$ cat src/rtl/jlms_pkg.sv
package jlms_pkg;

    // field widths
    localparam int VAL_W  = 32;
    localparam int LIM_W  = 31;
    localparam int TIME_W = 20;
    localparam int PH_W   = 3;
    localparam int ACT_W  = 2;

    // digit-serial time multiplier geometry
    localparam int DIGIT     = 4;
    localparam int DT_DIGITS = TIME_W / DIGIT;
    localparam int CNT_W     = $clog2(DT_DIGITS);
    localparam int OPND_W    = VAL_W + 1;
    localparam int PROD_W    = VAL_W + TIME_W + 1;
    localparam int SAT_W     = PROD_W + 1;

    // action codes
    localparam logic [ACT_W-1:0] ACT_TICK  = 2'd0;
    localparam logic [ACT_W-1:0] ACT_START = 2'd1;
    localparam logic [ACT_W-1:0] ACT_STOP  = 2'd2;

    // motion phases
    localparam logic [PH_W-1:0] PH_IDLE      = 3'd0;
    localparam logic [PH_W-1:0] PH_JERK_UP   = 3'd1;
    localparam logic [PH_W-1:0] PH_CONST_ACC = 3'd2;
    localparam logic [PH_W-1:0] PH_JERK_DOWN = 3'd3;
    localparam logic [PH_W-1:0] PH_CRUISE    = 3'd4;
    localparam logic [PH_W-1:0] PH_DEC_START = 3'd5;
    localparam logic [PH_W-1:0] PH_CONST_DEC = 3'd6;
    localparam logic [PH_W-1:0] PH_DEC_END   = 3'd7;

    // register indexes
    localparam int CFG_IDX_W = 3;
    localparam logic [CFG_IDX_W-1:0] REG_TARGET      = 3'd0;
    localparam logic [CFG_IDX_W-1:0] REG_JERK        = 3'd1;
    localparam logic [CFG_IDX_W-1:0] REG_PEAK_ACCEL  = 3'd2;
    localparam logic [CFG_IDX_W-1:0] REG_ACC_END_VEL = 3'd3;
    localparam logic [CFG_IDX_W-1:0] REG_PEAK_DECEL  = 3'd4;
    localparam logic [CFG_IDX_W-1:0] REG_DEC_END_VEL = 3'd5;
    localparam logic [CFG_IDX_W-1:0] REG_DEC_DIST    = 3'd6;

    typedef struct packed {
        logic [ACT_W-1:0]  action;
        logic [TIME_W-1:0] time_step;
    } in_t;

    typedef struct packed {
        logic signed [VAL_W-1:0] position;
        logic signed [VAL_W-1:0] velocity;
        logic signed [VAL_W-1:0] acceleration;
        logic [PH_W-1:0]         phase;
        logic                    moving;
    } out_t;

    localparam logic signed [SAT_W-1:0] SAT_HI = SAT_W'(64'sd2147483647);
    localparam logic signed [SAT_W-1:0] SAT_LO = SAT_W'(-64'sd2147483648);

    // clamp to the signed 32-bit range
    function automatic logic signed [VAL_W-1:0] sat32(input logic signed [SAT_W-1:0] x);
        logic signed [SAT_W-1:0] y;
        begin
            if (x > SAT_HI)
            begin
                y = SAT_HI;
            end
            else if (x < SAT_LO)
            begin
                y = SAT_LO;
            end
            else
            begin
                y = x;
            end
            return $signed(y[VAL_W-1:0]);
        end
    endfunction

endpackage

$ cat src/rtl/jlms_time_mul.sv
module jlms_time_mul #(
    parameter int TIME_FRAC_BITS = 20
) (
    input  logic                               clk,
    input  logic                               rst_n,
    input  logic                               start,
    input  logic signed [jlms_pkg::OPND_W-1:0] operand,
    input  logic [jlms_pkg::TIME_W-1:0]        time_step,
    output logic                               done,
    output logic signed [jlms_pkg::VAL_W-1:0]  result
);
    import jlms_pkg::*;

    logic                     busy_reg;
    logic                     done_reg;
    logic [CNT_W-1:0]         cnt_reg;
    logic signed [PROD_W-1:0] mcand_reg;
    logic signed [PROD_W-1:0] prod_reg;
    logic [TIME_W-1:0]        dt_sr_reg;

    logic signed [PROD_W+DIGIT:0] partial;
    logic signed [PROD_W-1:0]     shifted;

    // one time digit per cycle, LSB first
    assign partial = mcand_reg * $signed({1'b0, dt_sr_reg[DIGIT-1:0]});
    // arithmetic shift floors toward minus infinity
    assign shifted = prod_reg >>> TIME_FRAC_BITS;
    assign result  = sat32(SAT_W'(shifted));
    assign done    = done_reg;

    // control
    always_ff @(posedge clk or negedge rst_n)
    begin
        if (!rst_n)
        begin
            busy_reg <= 1'b0;
            done_reg <= 1'b0;
            cnt_reg  <= '0;
        end
        else
        begin
            done_reg <= 1'b0;
            if (start)
            begin
                busy_reg <= 1'b1;
                cnt_reg  <= '0;
            end
            else if (busy_reg)
            begin
                cnt_reg <= cnt_reg + 1'b1;
                if (cnt_reg == CNT_W'(DT_DIGITS - 1))
                begin
                    busy_reg <= 1'b0;
                    done_reg <= 1'b1;
                end
            end
        end
    end

    // datapath: multiplicand shifts up a digit, time shifts down a digit
    always_ff @(posedge clk)
    begin
        if (start)
        begin
            mcand_reg <= PROD_W'(operand);
            prod_reg  <= '0;
            dt_sr_reg <= time_step;
        end
        else if (busy_reg)
        begin
            prod_reg  <= prod_reg + partial[PROD_W-1:0];
            mcand_reg <= mcand_reg <<< DIGIT;
            dt_sr_reg <= dt_sr_reg >> DIGIT;
        end
    end

endmodule

$ cat src/rtl/jerk_limited_motion_profile_stepper.sv
// Jerk-limited S-curve stepper. Each input beat is a tick, a start, a stop or an unknown
// action; each one yields exactly one output beat with position, velocity, acceleration
// and phase after the step. Start, stop, unknown actions and ticks while idle go from
// accept straight to the done state, which puts the result out once the output register
// is free. A tick while moving runs its products through one shared time multiplier
// (jerk*dt, accel*dt, velocity*dt), each scanning the 20-bit time step four bits a cycle.
// When the phase changes, or in cruise, accel*dt is skipped. A new beat is taken only once
// the block is back in idle, but also while a finished result still waits at the output.
// Profile registers must be written by the user only while the block is idle; the block
// itself does not enforce this.
module jerk_limited_motion_profile_stepper #(
    parameter int TIME_FRAC_BITS = 20
) (
    input  logic                                  clk,
    input  logic                                  rst_n,
    input  logic                                  cfg_write,
    input  logic [jlms_pkg::CFG_IDX_W-1:0]        cfg_index,
    input  logic [jlms_pkg::VAL_W-1:0]            cfg_data,
    input  logic                                  in_valid,
    output logic                                  in_ready,
    input  jlms_pkg::in_t                         in_data,
    output logic                                  out_valid,
    input  logic                                  out_ready,
    output jlms_pkg::out_t                        out_data
);
    import jlms_pkg::*;

    typedef enum logic [4:0] {
        ST_IDLE  = 5'b00001,
        ST_JERK  = 5'b00010,
        ST_ACCEL = 5'b00100,
        ST_VEL   = 5'b01000,
        ST_DONE  = 5'b10000
    } seq_state_t;

    // profile registers
    logic signed [VAL_W-1:0] target_reg;
    logic [LIM_W-1:0]        jerk_reg;
    logic [LIM_W-1:0]        peak_accel_reg;
    logic [LIM_W-1:0]        acc_end_vel_reg;
    logic signed [VAL_W-1:0] peak_decel_reg;
    logic [LIM_W-1:0]        dec_end_vel_reg;
    logic [LIM_W-1:0]        dec_dist_reg;

    // motion state
    seq_state_t              state_reg, state_next;
    logic [PH_W-1:0]         phase_reg, phase_next;
    logic signed [VAL_W-1:0] pos_reg, pos_next;
    logic signed [VAL_W-1:0] vel_reg, vel_next;
    logic signed [VAL_W-1:0] acc_reg, acc_next;
    logic                    neg_reg, neg_next;
    logic [TIME_W-1:0]       dt_reg, dt_next;
    logic                    out_valid_reg, out_valid_next;
    out_t                    out_data_reg, out_data_next;

    // multiplier hookup
    logic                     mul_start;
    logic signed [OPND_W-1:0] mul_operand;
    logic                     mul_done;
    logic signed [VAL_W-1:0]  mul_result;

    // phase exit tests and ramp arithmetic
    logic signed [VAL_W:0]   acc33, vel33, pos33, tgt33, tp_diff;
    logic [VAL_W:0]          tp_mag;
    logic [VAL_W-1:0]        acc_mag, pdec_mag, pos_mag, tgt_mag;
    logic                    ramp_down;
    logic signed [VAL_W:0]   ramp_sum, vel_sum, dp_neg, pos_sum;
    logic signed [VAL_W-1:0] ramp_acc, dp_dir;
    logic                    c_peak, c_acc_end, c_zero, c_dist, c_pdec, c_dec_end, c_finish;

    function automatic logic [VAL_W-1:0] mag32(input logic signed [VAL_W-1:0] x);
        return x[VAL_W-1] ? (~x + 1'b1) : x;
    endfunction

    // time step taken from dt_next so the first product sees the beat just accepted
    jlms_time_mul #(
        .TIME_FRAC_BITS(TIME_FRAC_BITS)
    ) u_mul (
        .clk      (clk),
        .rst_n    (rst_n),
        .start    (mul_start),
        .operand  (mul_operand),
        .time_step(dt_next),
        .done     (mul_done),
        .result   (mul_result)
    );

    assign acc33   = {acc_reg[VAL_W-1], acc_reg};
    assign vel33   = {vel_reg[VAL_W-1], vel_reg};
    assign pos33   = {pos_reg[VAL_W-1], pos_reg};
    assign tgt33   = {target_reg[VAL_W-1], target_reg};
    assign tp_diff = tgt33 - pos33;
    assign tp_mag  = tp_diff[VAL_W] ? (~tp_diff + 1'b1) : tp_diff;
    assign acc_mag  = mag32(acc_reg);
    assign pdec_mag = mag32(peak_decel_reg);
    assign pos_mag  = mag32(pos_reg);
    assign tgt_mag  = mag32(target_reg);

    assign c_peak    = acc33 >= $signed({2'b00, peak_accel_reg});
    assign c_acc_end = vel33 >= $signed({2'b00, acc_end_vel_reg});
    assign c_zero    = acc_reg <= 0;
    assign c_dist    = tp_mag <= {2'b00, dec_dist_reg};
    assign c_pdec    = acc_mag > pdec_mag;
    assign c_dec_end = vel33 <= $signed({2'b00, dec_end_vel_reg});
    assign c_finish  = (pos_mag >= tgt_mag) || vel_reg[VAL_W-1];

    // jerk adds in jerk-up and decel-end, subtracts in jerk-down and decel-start
    assign ramp_down = (phase_reg == PH_JERK_DOWN) || (phase_reg == PH_DEC_START);
    assign ramp_sum  = ramp_down ? acc33 - {mul_result[VAL_W-1], mul_result}
                                 : acc33 + {mul_result[VAL_W-1], mul_result};
    assign ramp_acc  = sat32(SAT_W'(ramp_sum));

    // velocity and position updates from the product
    assign vel_sum = vel33 + {mul_result[VAL_W-1], mul_result};
    assign dp_neg  = -{mul_result[VAL_W-1], mul_result};
    assign dp_dir  = neg_reg ? sat32(SAT_W'(dp_neg)) : mul_result;
    assign pos_sum = pos33 + {dp_dir[VAL_W-1], dp_dir};

    assign in_ready  = (state_reg == ST_IDLE);
    assign out_valid = out_valid_reg;
    assign out_data  = out_data_reg;

    // sequencer
    always_comb
    begin
        state_next     = state_reg;
        phase_next     = phase_reg;
        pos_next       = pos_reg;
        vel_next       = vel_reg;
        acc_next       = acc_reg;
        neg_next       = neg_reg;
        dt_next        = dt_reg;
        out_valid_next = out_valid_reg;
        out_data_next  = out_data_reg;
        mul_start      = 1'b0;
        mul_operand    = '0;

        if (out_valid_reg && out_ready)
        begin
            out_valid_next = 1'b0;
        end

        case (state_reg)
            ST_IDLE:
            begin
                if (in_valid)
                begin
                    state_next = ST_DONE;
                    case (in_data.action)
                        ACT_TICK:
                        begin
                            if (phase_reg != PH_IDLE)
                            begin
                                dt_next    = in_data.time_step;
                                mul_start  = 1'b1;
                                state_next = ST_JERK;
                            end
                        end
                        ACT_START:
                        begin
                            neg_next   = tp_diff[VAL_W];
                            phase_next = PH_JERK_UP;
                        end
                        ACT_STOP:
                        begin
                            phase_next = PH_IDLE;
                        end
                        default:
                        begin
                        end
                    endcase
                end
            end

            ST_JERK:
            begin
                // jerk*dt ready: test the phase exit, then ramp, hold or switch
                if (mul_done)
                begin
                    mul_start  = 1'b1;
                    state_next = ST_VEL;
                    case (phase_reg)
                        PH_JERK_UP:
                        begin
                            if (c_peak)
                            begin
                                acc_next   = $signed({1'b0, peak_accel_reg});
                                phase_next = PH_CONST_ACC;
                            end
                            else
                            begin
                                acc_next   = ramp_acc;
                                state_next = ST_ACCEL;
                            end
                        end
                        PH_CONST_ACC:
                        begin
                            if (c_acc_end)
                            begin
                                phase_next = PH_JERK_DOWN;
                            end
                            else
                            begin
                                state_next = ST_ACCEL;
                            end
                        end
                        PH_JERK_DOWN:
                        begin
                            if (c_zero)
                            begin
                                acc_next   = '0;
                                phase_next = PH_CRUISE;
                            end
                            else
                            begin
                                acc_next   = ramp_acc;
                                state_next = ST_ACCEL;
                            end
                        end
                        PH_CRUISE:
                        begin
                            if (c_dist)
                            begin
                                phase_next = PH_DEC_START;
                            end
                        end
                        PH_DEC_START:
                        begin
                            if (c_pdec)
                            begin
                                acc_next   = peak_decel_reg;
                                phase_next = PH_CONST_DEC;
                            end
                            else
                            begin
                                acc_next   = ramp_acc;
                                state_next = ST_ACCEL;
                            end
                        end
                        PH_CONST_DEC:
                        begin
                            if (c_dec_end)
                            begin
                                phase_next = PH_DEC_END;
                            end
                            else
                            begin
                                state_next = ST_ACCEL;
                            end
                        end
                        default:
                        begin
                            // decel end: snap to the target once reached or once velocity turns negative
                            if (c_finish)
                            begin
                                vel_next   = '0;
                                acc_next   = '0;
                                pos_next   = target_reg;
                                phase_next = PH_IDLE;
                            end
                            else
                            begin
                                acc_next   = ramp_acc;
                                state_next = ST_ACCEL;
                            end
                        end
                    endcase
                end
            end

            ST_ACCEL:
            begin
                if (mul_done)
                begin
                    vel_next   = sat32(SAT_W'(vel_sum));
                    mul_start  = 1'b1;
                    state_next = ST_VEL;
                end
            end

            ST_VEL:
            begin
                if (mul_done)
                begin
                    pos_next   = sat32(SAT_W'(pos_sum));
                    state_next = ST_DONE;
                end
            end

            ST_DONE:
            begin
                if (!out_valid_reg || out_ready)
                begin
                    out_valid_next             = 1'b1;
                    out_data_next.position     = pos_reg;
                    out_data_next.velocity     = vel_reg;
                    out_data_next.acceleration = acc_reg;
                    out_data_next.phase        = phase_reg;
                    out_data_next.moving       = (phase_reg != PH_IDLE);
                    state_next                 = ST_IDLE;
                end
            end

            default:
            begin
                state_next = ST_IDLE;
            end
        endcase

        // multiplier operand follows the step being launched
        if (mul_start)
        begin
            if (state_next == ST_ACCEL)
            begin
                mul_operand = OPND_W'(acc_next);
            end
            else if (state_next == ST_VEL)
            begin
                mul_operand = OPND_W'(vel_next);
            end
            else
            begin
                mul_operand = {2'b00, jerk_reg};
            end
        end
    end

    // state registers
    always_ff @(posedge clk or negedge rst_n)
    begin
        if (!rst_n)
        begin
            state_reg     <= ST_IDLE;
            phase_reg     <= PH_IDLE;
            pos_reg       <= '0;
            vel_reg       <= '0;
            acc_reg       <= '0;
            neg_reg       <= 1'b0;
            out_valid_reg <= 1'b0;
        end
        else
        begin
            state_reg     <= state_next;
            phase_reg     <= phase_next;
            pos_reg       <= pos_next;
            vel_reg       <= vel_next;
            acc_reg       <= acc_next;
            neg_reg       <= neg_next;
            out_valid_reg <= out_valid_next;
        end
    end

    // payload registers
    always_ff @(posedge clk)
    begin
        dt_reg       <= dt_next;
        out_data_reg <= out_data_next;
    end

    // profile register writes
    always_ff @(posedge clk or negedge rst_n)
    begin
        if (!rst_n)
        begin
            target_reg      <= '0;
            jerk_reg        <= '0;
            peak_accel_reg  <= '0;
            acc_end_vel_reg <= '0;
            peak_decel_reg  <= '0;
            dec_end_vel_reg <= '0;
            dec_dist_reg    <= '0;
        end
        else if (cfg_write)
        begin
            case (cfg_index)
                REG_TARGET:      target_reg      <= $signed(cfg_data);
                REG_JERK:        jerk_reg        <= cfg_data[LIM_W-1:0];
                REG_PEAK_ACCEL:  peak_accel_reg  <= cfg_data[LIM_W-1:0];
                REG_ACC_END_VEL: acc_end_vel_reg <= cfg_data[LIM_W-1:0];
                REG_PEAK_DECEL:  peak_decel_reg  <= $signed(cfg_data);
                REG_DEC_END_VEL: dec_end_vel_reg <= cfg_data[LIM_W-1:0];
                REG_DEC_DIST:    dec_dist_reg    <= cfg_data[LIM_W-1:0];
                default:
                begin
                end
            endcase
        end
    end

endmodule

$ cat config.mk
export PLATFORM = sky130hd
export DESIGN_NAME = jerk_limited_motion_profile_stepper
export DESIGN_NICKNAME = d
export VERILOG_FILES = /design/src/rtl/jlms_pkg.sv /design/src/rtl/jlms_time_mul.sv /design/src/rtl/jerk_limited_motion_profile_stepper.sv
export SDC_FILE = /design/constraint.sdc
export NUM_CORES = 2
export LEC_CHECK = 0
export BUFFER_PORTS_ARGS = -buffer_cell sky130_fd_sc_hd__buf_2
export CAP_MARGIN = 25
export CORE_ASPECT_RATIO = 0.8
export CORE_MARGIN = 4
export CORE_UTILIZATION = 30
export CTS_BUF_LIST = sky130_fd_sc_hd__clkbuf_8
export DETAILED_ROUTE_END_ITERATION = 10
export GPL_TIMING_DRIVEN = 0
export SLEW_MARGIN = 20
export SYNTH_ARGS = -nofsm -noshare
export SYNTH_HDL_FRONTEND = slang
export SYNTH_SLANG_ARGS = --single-unit
$ cat constraint.sdc
create_clock -name clk -period 7.58 [get_ports clk]
set_input_delay 0.379 -clock clk [delete_from_list [all_inputs] [get_ports clk]]
set_output_delay 0.379 -clock clk [all_outputs]
set_load 0.05 [all_outputs]
Yosys cells after proc, flatten, opt, wreduce, memory -nomap -nowiden. Index checks and enable logic that the tools add are counted.

Flip-flop bits (word level): 576. Word-level logic and storage cells: 209.

Reductions and logical operators: 25. Eq/ne operators: 35. Muxes and demuxes: 87. Order comparisons: 17. Multiply operators: 1. Add/sub/neg operators: 13. Bitwise logic cells: 5.

Operators by type and width (number): 2-to-1 mux 32 bit (29); > comparator 33 x 32 -> 1 bit (second input constant) (5); < comparator 33 x 32 -> 1 bit (second input constant) (5); 2-to-1 mux 33 bit (4); adder 32 x 1 -> 32 bit (second input constant) (4); inverter 32 bit (4); one-hot mux 32 bit (2 select lines) (2); one-hot mux 32 bit (4 select lines) (1); 2-to-1 mux 20 bit (6); 2-to-1 mux 53 bit (2); adder 32 x 32 -> 33 bit (3); greater-or-equal comparator 32 bit (3); subtractor 32 x 32 -> 33 bit (2); adder 53 bit (1); multiplier 53 x 5 -> 53 bit (1); 2-to-1 mux 5 bit (7); adder 33 x 1 -> 33 bit (second input constant) (1); less-or-equal comparator 33 x 31 -> 1 bit (1); 2-to-1 mux 3 bit (11); negator 33 bit (1); inverter 33 bit (1); > comparator 32 bit (1); less-or-equal comparator 32 x 1 -> 1 bit (second input constant) (1); less-or-equal comparator 32 bit (1); other kinds (37) (86).

Longest topological paths before layout.
Word-level depth: 14. Depth in mapped cells: 34. Mapped depth without buffers: 27.

Hierarchy. From an unflattened synthesis, not the netlist that was laid out.

Cells, all modules: 5146. Area, all modules: 47882.2 µm².

By module, submodules not included: jerk_limited_motion_profile_stepper (cells each 3596, times used 1, area each 33809.9 µm², sequential area each 11537.3 µm²); jlms_time_mul (cells each 1550, times used 1, area each 14072.2 µm², sequential area each 3378.2 µm²).

Least setup slack after synthesis. No wires, ideal clock.

Kind: reg-to-reg. Start: register u_mul.prod_reg[51]. End: register pos_reg[27]. Buffers on the path: 9. Period minus slack after synthesis: 7.429 ns. Stages on the path, launching flop included: 33. Arrival: 7.287 ns. Library setup time: 0.141 ns. Path slack: 0.151 ns. Required time: 7.439 ns. Cell sequence: dfxtp_1 -> buf_1 -> buf_1 -> clkbuf_1 -> buf_1 -> maj3_1 -> inv_1 -> ha_1 -> clkbuf_1 -> and2_1 -> clkbuf_1 -> nand3_1 -> a311oi_1 -> and4b_1 -> nand4_1 -> or4_1 -> nand3_1 -> clkbuf_1 -> a21oi_1 -> a21oi_1 -> ha_1 -> clkbuf_1 -> a2111oi_0 -> nand2_1 -> o21ai_1 -> a21boi_0 -> a311oi_1 -> o21ai_1 -> o31a_1 -> a31o_2 -> nor2_1 -> buf_2 -> a221oi_1.

Word-level cells in the longest chain between the ends: 14. Elaborated cells between the ends (all ways): 17.

RTL lines: from (decl) (line jlms_time_mul.sv:18) `logic signed [PROD_W-1:0] prod_reg;`; from (signal assigned) (line jlms_time_mul.sv:71) `prod_reg <= prod_reg + partial[PROD_W-1:0];`; < comparator 33 x 32 -> 1 bit (line jlms_pkg.sv:67) `else if (x < SAT_LO)`; 2-to-1 mux 32 bit (line jlms_pkg.sv:67); 2-to-1 mux 32 bit * (line jlms_pkg.sv:63) `if (x > SAT_HI)`; negator 33 bit (line jerk_limited_motion_profile_stepper.sv:115) `assign dp_neg = -{mul_result[VAL_W-1], mul_result};`; < comparator 33 x 32 -> 1 bit (line jlms_pkg.sv:67); 2-to-1 mux 32 bit (line jlms_pkg.sv:67); 2-to-1 mux 32 bit (line jlms_pkg.sv:63); 2-to-1 mux 32 bit * (line jerk_limited_motion_profile_stepper.sv:116) `assign dp_dir = neg_reg ? sat32(SAT_W'(dp_neg)) : mul_result;`; adder 32 x 32 -> 33 bit * (line jerk_limited_motion_profile_stepper.sv:117) `assign pos_sum = pos33 + {dp_dir[VAL_W-1], dp_dir};`; < comparator 33 x 32 -> 1 bit (line jlms_pkg.sv:67); 2-to-1 mux 32 bit (line jlms_pkg.sv:67); 2-to-1 mux 32 bit * (line jlms_pkg.sv:63); 2-to-1 mux 32 bit * (line jerk_limited_motion_profile_stepper.sv:283) `if (mul_done)`; one-hot mux 32 bit (2 select lines) * (line jerk_limited_motion_profile_stepper.sv:143) `case (state_reg)`; to (signal assigned) (line jerk_limited_motion_profile_stepper.sv:345) `pos_reg <= pos_next;`; to (decl) (line jerk_limited_motion_profile_stepper.sv:48) `logic signed [VAL_W-1:0] pos_reg, pos_next;`.

Every way passes the cells marked *; elsewhere a longest branch is shown, timed or not. The select of a mux whose other input is x is not followed. A chain may end at the register's enable or synchronous reset.

Worst setup path after layout.
Start: register u_mul.prod_reg[52]. End: register u_mul.mcand_reg[22] (data pin).

Word-level cells in the longest chain between the ends: 14. Elaborated cells between the ends (all ways): 28.

RTL lines: < comparator 33 x 32 -> 1 bit (line jlms_pkg.sv:67); 2-to-1 mux 32 bit (line jlms_pkg.sv:67); 2-to-1 mux 32 bit * (line jlms_pkg.sv:63); adder 32 x 32 -> 33 bit / subtractor 32 x 32 -> 33 bit (equally long branches) (line jerk_limited_motion_profile_stepper.sv:110, jerk_limited_motion_profile_stepper.sv:109); 2-to-1 mux 33 bit (line jerk_limited_motion_profile_stepper.sv:109) `assign ramp_sum = ramp_down ? acc33 - {mul_result[VAL_W-1], mul_result}`; < comparator 33 x 32 -> 1 bit (line jlms_pkg.sv:67); 2-to-1 mux 32 bit (line jlms_pkg.sv:67); 2-to-1 mux 32 bit (line jlms_pkg.sv:63); 2-to-1 mux 32 bit, on equally long branches; one-hot mux 32 bit (4 select lines) (line jerk_limited_motion_profile_stepper.sv:182) `case (phase_reg)`; 2-to-1 mux 32 bit (line jerk_limited_motion_profile_stepper.sv:178) `if (mul_done)`; 2-to-1 mux 32 bit (line jerk_limited_motion_profile_stepper.sv:143); 2-to-1 mux 33 bit * (line jerk_limited_motion_profile_stepper.sv:313) `if (state_next == ST_ACCEL)`; 2-to-1 mux 53 bit * (line jlms_time_mul.sv:63) `if (start)`; to (signal assigned) (line jlms_time_mul.sv:65) `mcand_reg <= PROD_W'(operand);`; to (signal assigned) (line jlms_time_mul.sv:72) `mcand_reg <= mcand_reg <<< DIGIT;`; to (decl) (line jlms_time_mul.sv:17) `logic signed [PROD_W-1:0] mcand_reg;`.

Every way passes the cells marked *; elsewhere a longest branch is shown, timed or not.

==> metrics.txt <==
max-cap violations=0; Routability Congestion=0.981; worst skew pair latency=~0.85 ns; die span in x=around 450 µm; Starting DRT DRC Count=between 4000 and 5000; max FFs per register=100; clock skew=0.0889 ns; post-synthesis sequential area ratio=0.311; synthesized cell area=47900 µm²; worst min path class=in2async; # rows=130; most used routing layer=met1; Final Instance Area=55100 µm²; DRT Pass-1 Iters=7; required time worst endpoint=8.28 ns; ys flop type=dfrtp_1; vias in the first global route=a little over 40000; number of flops mapped to enable cells by yosys=173; DP HPWL=151000 µm; Slew headroom=0.226; die area=166000 µm²; grt total ovfl=0; Mean Syn Cell Area=approximately 9.2 µm²; reg2reg setup slack=0.18 ns; Layout area overhead=14.9%; share of cells above drive strength 1=0.118; #FFs+latches synth=576; Global Route met1 Usage=0.319; Post-synth ARST share=0.573; wire length per cell=approximately 25 µm; Layout fillers=16100; total track usage=0.224; Critical R2R Capture=u_mul.mcand_reg[22]; critical path data arrival time=8.10 ns; Crit. End Element=register; largest net degree at the start of global routing=94; Netlist cell types=100; met2 global-route usage=0.317; drt drc=0; effective utilization at floorplan=0.304; H-tree levels=3; CTS clk-pin slew, worst paths=0.06 ns; IO buf count=approximately 160; crit start category=register; post-synthesis net count=between 5000 and 6000; Ports=approximately 160; Final Net Count=just over 6000; Ys Warns=0; Worst Tran Pin Value=between 1 and 1.5 ns; outcome=complete, no violations; final wirelength=191000 µm; CTS tree=yes; final antenna-violating net count=0; first-pass GRT wire length=approximately 280000 µm; routed vias=around 44000; placed cell area=around 52000 µm²; met3 GRT Util=0.0751; Final Hold Viols=0; CTS Buf Count=around 100; maximum vdd drop=359 µV; post-synthesis cell count=5203; initial antenna violation count=35; pwr dens=473 nW/µm²; Final period util=0.976; CP Class=reg2reg; vias per cell=5.61; Root Buffer=clkbuf_8; Clock Path Buffers=3; Fmax achieved=135 MHz; Sink Count=576; Final min period=7.40 ns; Slew Limit Fails=0; Tot Pwr=26.0 mW; Final setup violation count=0; Multi-input gate area=31500 µm²; Pleak=23.9 nW; Core Region=158000 µm²; worst r2r src=u_mul.prod_reg[52]; worst reg2reg path depth=25; Die Span Y=366 µm; Reg area=14900 µm²; crit path max fanout=10
## cell usage after synthesis, types with 12 or more instances
cell type / count / area share
o32a_1: 17 / 0.0035
o21ai_1: 17 / 0.0018
o21bai_1: 30 / 0.0047
a221oi_1: 52 / 0.0095
a21o_1: 106 / 0.017
ha_1: 429 / 0.11
or2_2: 18 / 0.0023
o21ai_0: 306 / 0.032
a221o_1: 37 / 0.0077
mux2i_1: 43 / 0.0090
o31ai_1: 51 / 0.0080
xor2_1: 148 / 0.027
fa_1: 153 / 0.064
o41ai_1: 23 / 0.0042
a311oi_1: 12 / 0.0022
nand3_1: 104 / 0.011
nand2b_1: 43 / 0.0056
nor2b_1: 28 / 0.0037
nor3_1: 88 / 0.0092
edfxtp_1: 173 / 0.11
nor2_1: 387 / 0.030
a2111oi_0: 12 / 0.0022
dfxtp_1: 73 / 0.030
o211ai_1: 42 / 0.0066
mux2_2: 187 / 0.044
buf_1: 20 / 0.0016
a211oi_1: 57 / 0.0089
xnor2_1: 189 / 0.035
nor4_1: 35 / 0.0046
inv_1: 285 / 0.022
a21boi_0: 15 / 0.0023
maj3_1: 51 / 0.011
o21a_1: 73 / 0.011
nand2_1: 449 / 0.035
or3_1: 33 / 0.0043
dfrtp_1: 329 / 0.17
nand4_1: 59 / 0.0077
and3_1: 34 / 0.0044
clkbuf_1: 179 / 0.014
or4_1: 28 / 0.0044
a22o_1: 16 / 0.0029
and2_1: 216 / 0.028
a31oi_1: 58 / 0.0076
a21oi_1: 304 / 0.032
## cell type report
class	count	share of cell area
inverters	289	0.0198
multi-input cells	4124	0.572
clock inverters	69	0.0101
repair buffers	249	0.0321
well taps	2112	0.0480
flip-flops and latches	576	0.271
clock buffers	126	0.0315
plain buffers	207	0.0157
diodes	8	0.000364
## placed cells by master, fill, tap and decap left out, drive strengths merged, types with 29 or more instances in the layout
master       synthesis  layout
maj3                51      51
o21bai              30      30
and2               217     217
ha                 429     429
nor3                89      89
xnor2              190     190
a221o               37      37
or4                 29      29
inv                286     320
nand2b              43      43
a211oi              58      58
or3                 33      33
nor4                36      36
dfxtp               73      73
nand3              104     104
mux2i               43      43
and3                34      34
o21a                73      73
o21ai              324     324
o31ai               53      53
buf                 35     226
edfxtp             173     173
xor2               148     148
a21oi              304     304
nor2               387     387
nand2              449     449
o211ai              42      42
nand4               59      59
a21o               106     106
mux2               187     187
a31oi               59      59
clkbuf             179     296
dfrtp              329     329
fa                 153     153
a221oi              52      52
dlygate4sd3          0      60
## power breakdown
part	switching (mW)	total [mW]	internal (mW)	leakage, nW
registers	0.856	4.80	3.95	6.43
logic	11.0	17.9	6.89	16.2
clock network	1.52	3.31	1.79	1.28
## metrics by stage
step | instances | setup TNS, ns | util | hold WS, ns | setup slack (ns)
after detailed placement | 7492 | -195.49 | 0.327 | 0.421 | -3.14
after global placement | 7476 | -571.67 | 0.325 | 0.426 | -3.24
final | 7760 | 0 | 0.349 | 0.0970 | 0.181
after CTS | 7745 | 0 | 0.347 | 0.0799 | 0.00272
after global routing | 7754 | -0.00209 | 0.349 | 0.102 | -0.00209
after floorplan | 5203 | 0 | - | 0.0834 | 0.151
## worst max-delay path by stage
stage,from,endpoint,slack (ns)
global route,u_mul.prod_reg[52],pos_reg[25],-0.002
detailed placement,u_mul.prod_reg[51],pos_reg[17],-3.14
global placement,u_mul.prod_reg[51],pos_reg[12],-3.24
CTS,u_mul.prod_reg[51],pos_reg[5],0.003
floorplan,u_mul.prod_reg[51],pos_reg[27],0.15
finish,u_mul.prod_reg[52],u_mul.mcand_reg[22],0.18
## cell families (layout without fill, tap and decap cells)
logic type      count (synthesis)  after routing  share of synthesized area
other cells                     0              8                          0
fa+ha+maj                     633            633                      0.187
xor+xnor                      338            338                     0.0621
mux                           230            230                     0.0529
compound gates               1353           1353                      0.187
simple gates                 1570           1570                      0.160
flops                         576            576                      0.311
buf+inv                       503            940                     0.0401
## layer usage
layer  up-vias  part of all wire  routed length, µm
met1     21500              0.45              85400
met4         8             0.034               6470
met2      2109              0.40              77300
li1      19700                 -                  -
met5         -           0.00044                 85
met3       313              0.12              22000
## worst max-delay path: stages (launching register included)
cell	delay [ns]
dfxtp_4	0.40
clkinv_2	0.13
buf_2	0.23
buf_2	0.26
maj3_4	0.38
inv_1	0.12
ha_4	0.24
nand2b_1	0.12
nor4b_4	0.36
buf_4	0.18
nor2_1	0.09
a211oi_1	0.42
nor2_1	0.13
xnor2_2	0.51
ha_1	0.41
a21oi_1	0.15
o21ai_0	0.13
or3_1	0.40
a21oi_1	0.37
o31ai_1	0.15
xor2_1	0.49
clkbuf_1	0.50
and2_1	0.32
a21oi_1	0.06
o21ai_1	0.46
o221a_2	0.29
## what timing repair did
item                                    CTS  global route
resized for setup                        60            55
endpoints found under the setup margin  117            97
hold buffers                             60             0
pin swaps                                 5            11
endpoints found under the hold margin   148             0
setup buffers                             2             6
(Power assumes the default switching activity.)
